--- config.mk ---
export PLATFORM = sky130hd
export DESIGN_NAME = irn_map
export DESIGN_NICKNAME = d
export VERILOG_FILES = /design/src/hw/rtl/irn_pkg.sv /design/src/hw/rtl/irn_map.sv
export SDC_FILE = /design/constraint.sdc
export NUM_CORES = 2
export LEC_CHECK = 0
export BUFFER_PORTS_ARGS = -buffer_cell sky130_fd_sc_hd__buf_2
export CORE_UTILIZATION = 37
export DETAILED_ROUTE_END_ITERATION = 10
export SLEW_MARGIN = 20
export SYNTH_ARGS = -nofsm -noshare
export SYNTH_HDL_FRONTEND = slang
export SYNTH_SLANG_ARGS = --single-unit
export TNS_END_PERCENT = 5
--- constraint.sdc ---
create_clock -name i_clk -period 24.8 [get_ports i_clk]
set_input_delay 1.24 -clock i_clk [delete_from_list [all_inputs] [get_ports i_clk]]
set_output_delay 1.24 -clock i_clk [all_outputs]
set_load 0.01 [all_outputs]
--- src/hw/rtl/irn_pkg.sv ---
// ----------------------------------------------------------------------------
// irn_pkg
// Types, widths and codes shared by the nearest-neighbor rotator.
// ----------------------------------------------------------------------------
package irn_pkg;

    localparam int MAX_SIDE       = 256;
    localparam int STORE_DEPTH    = 65536;
    localparam int TRIG_FRAC_BITS = 14;

    localparam int ADDR_W  = $clog2(STORE_DEPTH);
    localparam int PIX_W   = 32;
    localparam int TRIG_W  = 16;
    localparam int DIM_W   = 9;
    localparam int POS_W   = 9;
    localparam int COORD_W = 8;                  // in-bounds coordinate, below MAX_SIDE
    localparam int DELTA_W = POS_W + 1;          // signed canvas offset
    localparam int PROD_W  = DELTA_W + TRIG_W;
    localparam int SUM_W   = PROD_W + 2;
    localparam int Q_W     = SUM_W - TRIG_FRAC_BITS;
    localparam int IDX_W   = 3;
    localparam int CFG_W   = 16;

    localparam logic [PIX_W-1:0] PIX_OUTSIDE = 32'hFFFF_FFFF;

    localparam logic REQ_WRITE = 1'b0;
    localparam logic REQ_FETCH = 1'b1;

    localparam logic [IDX_W-1:0] REG_COS    = 3'd0;
    localparam logic [IDX_W-1:0] REG_SIN    = 3'd1;
    localparam logic [IDX_W-1:0] REG_WIDTH  = 3'd2;
    localparam logic [IDX_W-1:0] REG_HEIGHT = 3'd3;
    localparam logic [IDX_W-1:0] REG_SIDE   = 3'd4;

    typedef struct packed {
        logic signed [TRIG_W-1:0] cos_q14;
        logic signed [TRIG_W-1:0] sin_q14;
        logic [DIM_W-1:0]         width;     // clamped to MAX_SIDE
        logic [DIM_W-1:0]         height;    // clamped to MAX_SIDE
        logic [POS_W-2:0]         center;    // canvas_side / 2
    } t_cfg;

    typedef struct packed {
        logic              req_type;
        logic [ADDR_W-1:0] pixel_index;
        logic [PIX_W-1:0]  pixel_value;
        logic [POS_W-1:0]  out_x;
        logic [POS_W-1:0]  out_y;
    } t_req;

    typedef struct packed {
        logic               is_fetch;
        logic               hit;
        logic [COORD_W-1:0] rx;
        logic [COORD_W-1:0] ry;
        logic [ADDR_W-1:0]  pixel_index;
        logic [PIX_W-1:0]   pixel_value;
    } t_map;

endpackage

--- src/hw/rtl/irn_map.sv ---
// ----------------------------------------------------------------------------
// irn_map
// Inverse-rotates a canvas point: products stage, then sum, truncate, bounds.
// ----------------------------------------------------------------------------
module irn_map (
    input  logic          i_clk,
    input  logic          i_rst_n,
    input  irn_pkg::t_cfg i_cfg,
    input  logic          i_valid,
    input  irn_pkg::t_req i_item,
    output logic          o_ready,
    output logic          o_valid,
    output irn_pkg::t_map o_map,
    input  logic          i_ready
);

    localparam int F = irn_pkg::TRIG_FRAC_BITS;

    logic signed [irn_pkg::DELTA_W-1:0] dx, dy;
    logic signed [irn_pkg::PROD_W-1:0]  p_xc, p_ys, p_xs, p_yc;

    logic                               r_v1;
    logic signed [irn_pkg::PROD_W-1:0]  r_xc, r_ys, r_xs, r_yc;
    logic                               r_fetch1;
    logic [irn_pkg::ADDR_W-1:0]         r_index1;
    logic [irn_pkg::PIX_W-1:0]          r_value1;

    logic signed [irn_pkg::SUM_W-1:0]   sx, sy;
    logic signed [irn_pkg::Q_W-1:0]     qx, qy;
    logic signed [irn_pkg::Q_W-1:0]     rx, ry;
    logic                               in_x, in_y;

    logic                               r_v2;
    irn_pkg::t_map                      r_map;

    logic s1_en, s2_en;

    assign s2_en   = !r_v2 || i_ready;
    assign s1_en   = !r_v1 || s2_en;
    assign o_ready = s1_en;

    // Stage 1: offsets from the canvas center and the four products
    assign dx = $signed({1'b0, i_item.out_x}) - $signed({2'b00, i_cfg.center});
    assign dy = $signed({1'b0, i_item.out_y}) - $signed({2'b00, i_cfg.center});
    assign p_xc = dx * i_cfg.cos_q14;
    assign p_ys = dy * i_cfg.sin_q14;
    assign p_xs = dx * i_cfg.sin_q14;
    assign p_yc = dy * i_cfg.cos_q14;

    always_ff @(posedge i_clk) begin
        if (!i_rst_n) begin
            r_v1 <= 1'b0;
        end else if (s1_en) begin
            r_v1 <= i_valid;
        end
    end

    always_ff @(posedge i_clk) begin
        if (s1_en && i_valid) begin
            r_xc     <= p_xc;
            r_ys     <= p_ys;
            r_xs     <= p_xs;
            r_yc     <= p_yc;
            r_fetch1 <= (i_item.req_type == irn_pkg::REQ_FETCH);
            r_index1 <= i_item.pixel_index;
            r_value1 <= i_item.pixel_value;
        end
    end

    // Stage 2: sums, truncation toward zero, bounds
    assign sx = irn_pkg::SUM_W'(r_xc) - irn_pkg::SUM_W'(r_ys)
              + $signed({{(irn_pkg::SUM_W-irn_pkg::DIM_W+1-F){1'b0}},
                         i_cfg.width[irn_pkg::DIM_W-1:1], {F{1'b0}}});
    assign sy = irn_pkg::SUM_W'(r_xs) + irn_pkg::SUM_W'(r_yc)
              + $signed({{(irn_pkg::SUM_W-irn_pkg::DIM_W+1-F){1'b0}},
                         i_cfg.height[irn_pkg::DIM_W-1:1], {F{1'b0}}});

    assign qx = sx[irn_pkg::SUM_W-1:F];
    assign qy = sy[irn_pkg::SUM_W-1:F];

    // Round negative quotients up when any fraction bit is set
    assign rx = qx + irn_pkg::Q_W'(sx[irn_pkg::SUM_W-1] && (|sx[F-1:0]));
    assign ry = qy + irn_pkg::Q_W'(sy[irn_pkg::SUM_W-1] && (|sy[F-1:0]));

    assign in_x = !rx[irn_pkg::Q_W-1]
               && (rx[irn_pkg::Q_W-2:0] < (irn_pkg::Q_W-1)'(i_cfg.width));
    assign in_y = !ry[irn_pkg::Q_W-1]
               && (ry[irn_pkg::Q_W-2:0] < (irn_pkg::Q_W-1)'(i_cfg.height));

    always_ff @(posedge i_clk) begin
        if (!i_rst_n) begin
            r_v2 <= 1'b0;
        end else if (s2_en) begin
            r_v2 <= r_v1;
        end
    end

    always_ff @(posedge i_clk) begin
        if (s2_en && r_v1) begin
            r_map.is_fetch    <= r_fetch1;
            r_map.hit         <= in_x && in_y;
            r_map.rx          <= rx[irn_pkg::COORD_W-1:0];
            r_map.ry          <= ry[irn_pkg::COORD_W-1:0];
            r_map.pixel_index <= r_index1;
            r_map.pixel_value <= r_value1;
        end
    end

    assign o_valid = r_v2;
    assign o_map   = r_map;

endmodule

Word-level counts from Yosys, hierarchy flattened:

Index checks and enable logic that the tools add are counted.

* output and inout bits: 68
* logic and storage cells: 44
* bits in registers: 221
* input bits: 129

* multiply operators: 4
* reduce and logical (&&, ||, !) cells: 15
* add/sub/neg operators: 8
* magnitude comparators: 2

Operators with widths (count)
* $mul A10 B16 Y26: 4
* $add A27 B23 Y28: 2
* $add A14 B1 Y14: 2
* $reduce_or A14 Y1: 2
* $add A26 B26 Y27: 1
* $sub A26 B26 Y27: 1
* $lt A13 B9 Y1: 2
* $sub A9 B8 Y10: 2
* $logic_and A1 B1 Y1: 7
* $logic_not A1 Y1: 4
* $logic_or A1 B1 Y1: 2

Longest topological paths before layout:

* word-level depth: 8
* depth in mapped cells: 34

Least setup slack after synthesis:

Ideal clock, no wire load.

* kind: input-to-reg
* from: input i_cfg[1] (netlist name)
* to: register r_xc[25] (netlist name), data pin
* arrival: 8.369 ns
* required time: 24.540 ns
* buffers on the path: 1
* setup slack: 16.171 ns
* cell stages on the path: 31
* path through: inv_1 > ha_1 > nor2b_1 > o21ai_0 > nand2b_1 > a21o_1 > a21o_1 > a21o_1 > a21oi_1 > xnor2_1 > clkbuf_1 > nand2_1 > fa_1 > fa_1 > inv_1 > fa_1 > fa_1 > inv_1 > fa_1 > inv_1 > ha_1 > or3_1 > o21ai_0 > o31ai_1 > o41ai_1 > o21ai_0 > or4_1 > and3_1 > a2111oi_2 > a21oi_1 > xnor2_1

* word-level cells in the longest chain between the ends: 2

Ends and longest elaborated chain
* from (decl): line irn_map.sv:8 `input irn_pkg::t_cfg i_cfg,`
* $sub A9 B8 Y10: line irn_map.sv:43 `assign dx = $signed({1'b0, i_item.out_x}) - $signed({2'b00, i_cfg.center});`
* $mul A10 B16 Y26: line irn_map.sv:45 `assign p_xc = dx * i_cfg.cos_q14;`
* named net p_xc, one bit: line irn_map.sv:20 `logic signed [irn_pkg::PROD_W-1:0] p_xc, p_ys, p_xs, p_yc;`
* to (signal assigned): line irn_map.sv:60 `r_xc <= p_xc;`
* to (decl): line irn_map.sv:23 `logic signed [irn_pkg::PROD_W-1:0] r_xc, r_ys, r_xs, r_yc;`

The timed path passes the listed nets, and every way through them passes these cells.
A chain may end at the register's enable or synchronous reset.

Worst setup path after layout:

* from: input i_cfg[0] (netlist name)
* to: register r_xc[25] (netlist name), data pin

The elaborated chain is that of the path after synthesis.

==> flow_metrics.tcl <==
set metrics [dict create \
    run_status "finished clean" \
    critPathCaptureType "flip-flop" \
    area_growth_pct 9.043 \
    place_worst_setup_slack_ps 14850 \
    antenna-diode-count 0 \
    routedWlPerCell_um 16.71 \
    highest_clock_frequency_the_design_can_meet_mhz 104.3 \
    rsz_0062_raised_after_global_routing "false" \
    final_hold_fails 0 \
    synthesis.nets 4733 \
    cpPeakStageDelay_ps 870 \
    cts.clk_slew.worst_paths_ps 60 \
    setup.worst_path.class "in2reg" \
    fraction_of_final_layout_cells_with_drive_strength_greater_than_1_pct 8.463 \
    crit_path_frequent_cell "fa_1" \
    first_pass_iters 7 \
    layout.core_utilization_pct 40.71 \
    ant_nets 0 \
    finalSetupTns_ps 0 \
    post_cts_buffers 0 \
    holdBufCountCts 0 \
    hold_class "reg2reg" \
    yosys_most_used_dff "edfxtp_1" \
    post_drt_via_cell_ratio 4.938 \
    chipHeight_um 311.6 \
    worst_slew_margin_rel_pct 26.31 \
    postSynth.asyncResetShare_pct 0 \
    vias 24980 \
    via_count_of_the_first_global_routing_pass 25590 \
    drc 0 \
    worst_skew_pair.late_latency_ps 560 \
    cell_chosen_for_the_clock_root "clkbuf_16" \
    crit_required_ps 25090 \
    core_area_um2 95010 \
    min_period_over_period_pct 38.67 \
    grt_antenna_before_repair 6 \
    synth.distinct_cells 79 \
    starting_drt_drc_count 1376 \
    startpoint_types "input pin" \
    cts-root-to-sink-buffers 3 \
    die_area_um2 97120 \
    number_of_synthesized_register_bits 221 \
    synthesis.area_per_instance_um2 9.692 \
    crit_path_top_delay_cell "xor2_2" \
    number_of_flops_mapped_to_enable_cells_by_yosys 219 \
    final_critical_path_setup_slack_ps 15210 \
    post_synth_instance_area_um2 35470 \
    drv_cap 0 \
    endpoints_failing_setup 0 \
    detailed_place_hpwl_mm 66.93 \
    timing_max_transition_violations_final 0 \
    globalRoute.totalOverflow 0 \
    cp_max_fo 18 \
    fin_nets 4848 \
    tritoncts.num_buffers 27 \
    numPortBuffers 196 \
    grt_max_degree 67 \
    synth-warning-count 0 \
    post_layout_minimum_cycle_time_ps 9590 \
    stdcell_area_um2 38680 \
    placed_area_um2 37830 \
    synthCells 3660 \
    clk_sinks 221 \
    reg2reg_slack_ps 17750 \
    tightestPinTransition_ps 1104 \
    crit_arrival_ps 9880 \
    detail_route.wirelength_mm 84.53 \
    initial_utilization_pct 37.34 \
    timing.clock.skew_ps 13.31 \
    global_route.usage.total_pct 17.83 \
    proportion_of_synthesized_chip_area_in_sequential_cells_pct 18.65 \
    tritoncts "done" \
    fp.dieW_um 311.6 \
    h-tree-depth 1 \
    rows 113 \
    ioPinCount 197 \
    gp_congestion 0.8506 \
    grt_first_pass_wirelength_mm 138.7 \
    postCtsResizedCells 0 \
]
-- state kept, by name, summed over array words and instances, names as in the netlist --
name,count
r_fetch1,1
o_valid,1
r_index1,16
r_xs,26
r_ys,26
r_xc,26
r_v1,1
r_yc,26
r_value1,32
o_map,66
-- critical path: cells and delay by family --
kind	cells	cell delay, ps
adders and majority gates	8	3210
buffers and inverters	5	630
xor gates and xnor gates	2	1020
AOI/OAI and AO/OA	9	2240
and+or+nand+nor	6	1530
-- area by class of cell --
class                           instances  area [um^2]
Clock inverter                         17        168.9
Tap cell                             1265         1583
Sequential cell                       221         6616
Inverter                              783         2939
Multi-Input combinational cell       2522        25530
Fill cell                            9363        56330
Clock buffer                           30        686.9
Timing Repair Buffer                  220         1161
-- logic make-up after synthesis --
kind of cell,after synthesis,synth area share [%]
compound gates,365,6.920
xor+xnor,162,4.000
fa+ha+maj,944,45.49
buf+inv,917,9.724
flops,221,18.65
mux,5,0.1552
simple gates,1046,15.06
-- Yosys cell counts, types with 5 or more instances --
master    instances  area share [%]
a211o_1           8            0.20
xnor2_1         113             2.8
nand2_1         328             3.5
o21a_1           24            0.51
nor2b_1         118             2.1
or2_2            25            0.44
nand2b_1         80             1.4
o21bai_1         10            0.21
o211ai_1          8            0.17
a211oi_1          9            0.19
o22ai_1           5           0.088
a21oi_1         108             1.5
nand4_1          13            0.23
nor2_1          145             1.5
o41ai_1           7            0.17
nor3_1           51            0.72
and2_1          171             3.0
clkbuf_1        128             1.4
fa_1            576              33
a31oi_1          14            0.25
ha_1            368              13
inv_1           783             8.3
and3_1           22            0.39
a41o_1            5            0.14
nor4_1            5           0.088
nand3_1          43            0.61
or3_1            13            0.23
buf_2             6           0.085
a21o_1           40            0.85
o21ai_0          63            0.89
o31ai_1          12            0.25
edfxtp_1        219              19
xor2_1           49             1.2
-- stage by stage --
stage / hold slack, ps / cells
3_5_place_dp: 404.5 / 5011
3_3_place_gp: 400.3 / 5011
5_1_grt: 422.8 / 5058
4_1_cts: 412.8 / 5058
2_1_floorplan: 400.3 / 3660
6_report: 411.0 / 5058
-- path summary, 6_finish.rpt --
kind	depth (start not counted)	to	start
setup / recovery	30	r_xc[25]$_DFFE_PP_	i_cfg[0]
hold / removal	0	o_map[4]$_DFFE_PP_	r_value1[4]$_DFFE_PP_
setup reg to reg	23	o_map[64]$_DFFE_PP_	r_xc[1]$_DFFE_PP_
hold reg to reg	0	o_map[4]$_DFFE_PP_	r_value1[4]$_DFFE_PP_
-- metal layers --
| layer | wire [um] | share of wire (%) | vias to the layer above | track usage, % |
|---|---|---|---|---|
| li1 | - | - | 11700 | - |
| met1 | 39410 | 47 | 12610 | 25.67 |
| met2 | 39300 | 46 | 589 | 29.22 |
| met3 | 4338 | 5.1 | 73 | 1.883 |
| met4 | 1446 | 1.7 | 6 | 3.164 |
| met5 | 39 | 0.046 | - | 0 |
-- cells in the final DEF (no fill, tap or decap), types with 40 or more instances in the layout --
cell type	count
fa_1	576
edfxtp_1	219
nand2b_1	80
nand3_1	43
nor2_1	145
nand2_1	328
o21ai_0	63
a21o_1	40
ha_1	368
xnor2_1	108
and2_1	170
a21oi_1	108
buf_2	196
inv_1	783
nor3_1	51
nor2b_1	117
xor2_1	40
Power is left out: the tool's default activity adds up to more than one toggle a clock period on the data nets, which glitch-free logic cannot reach.
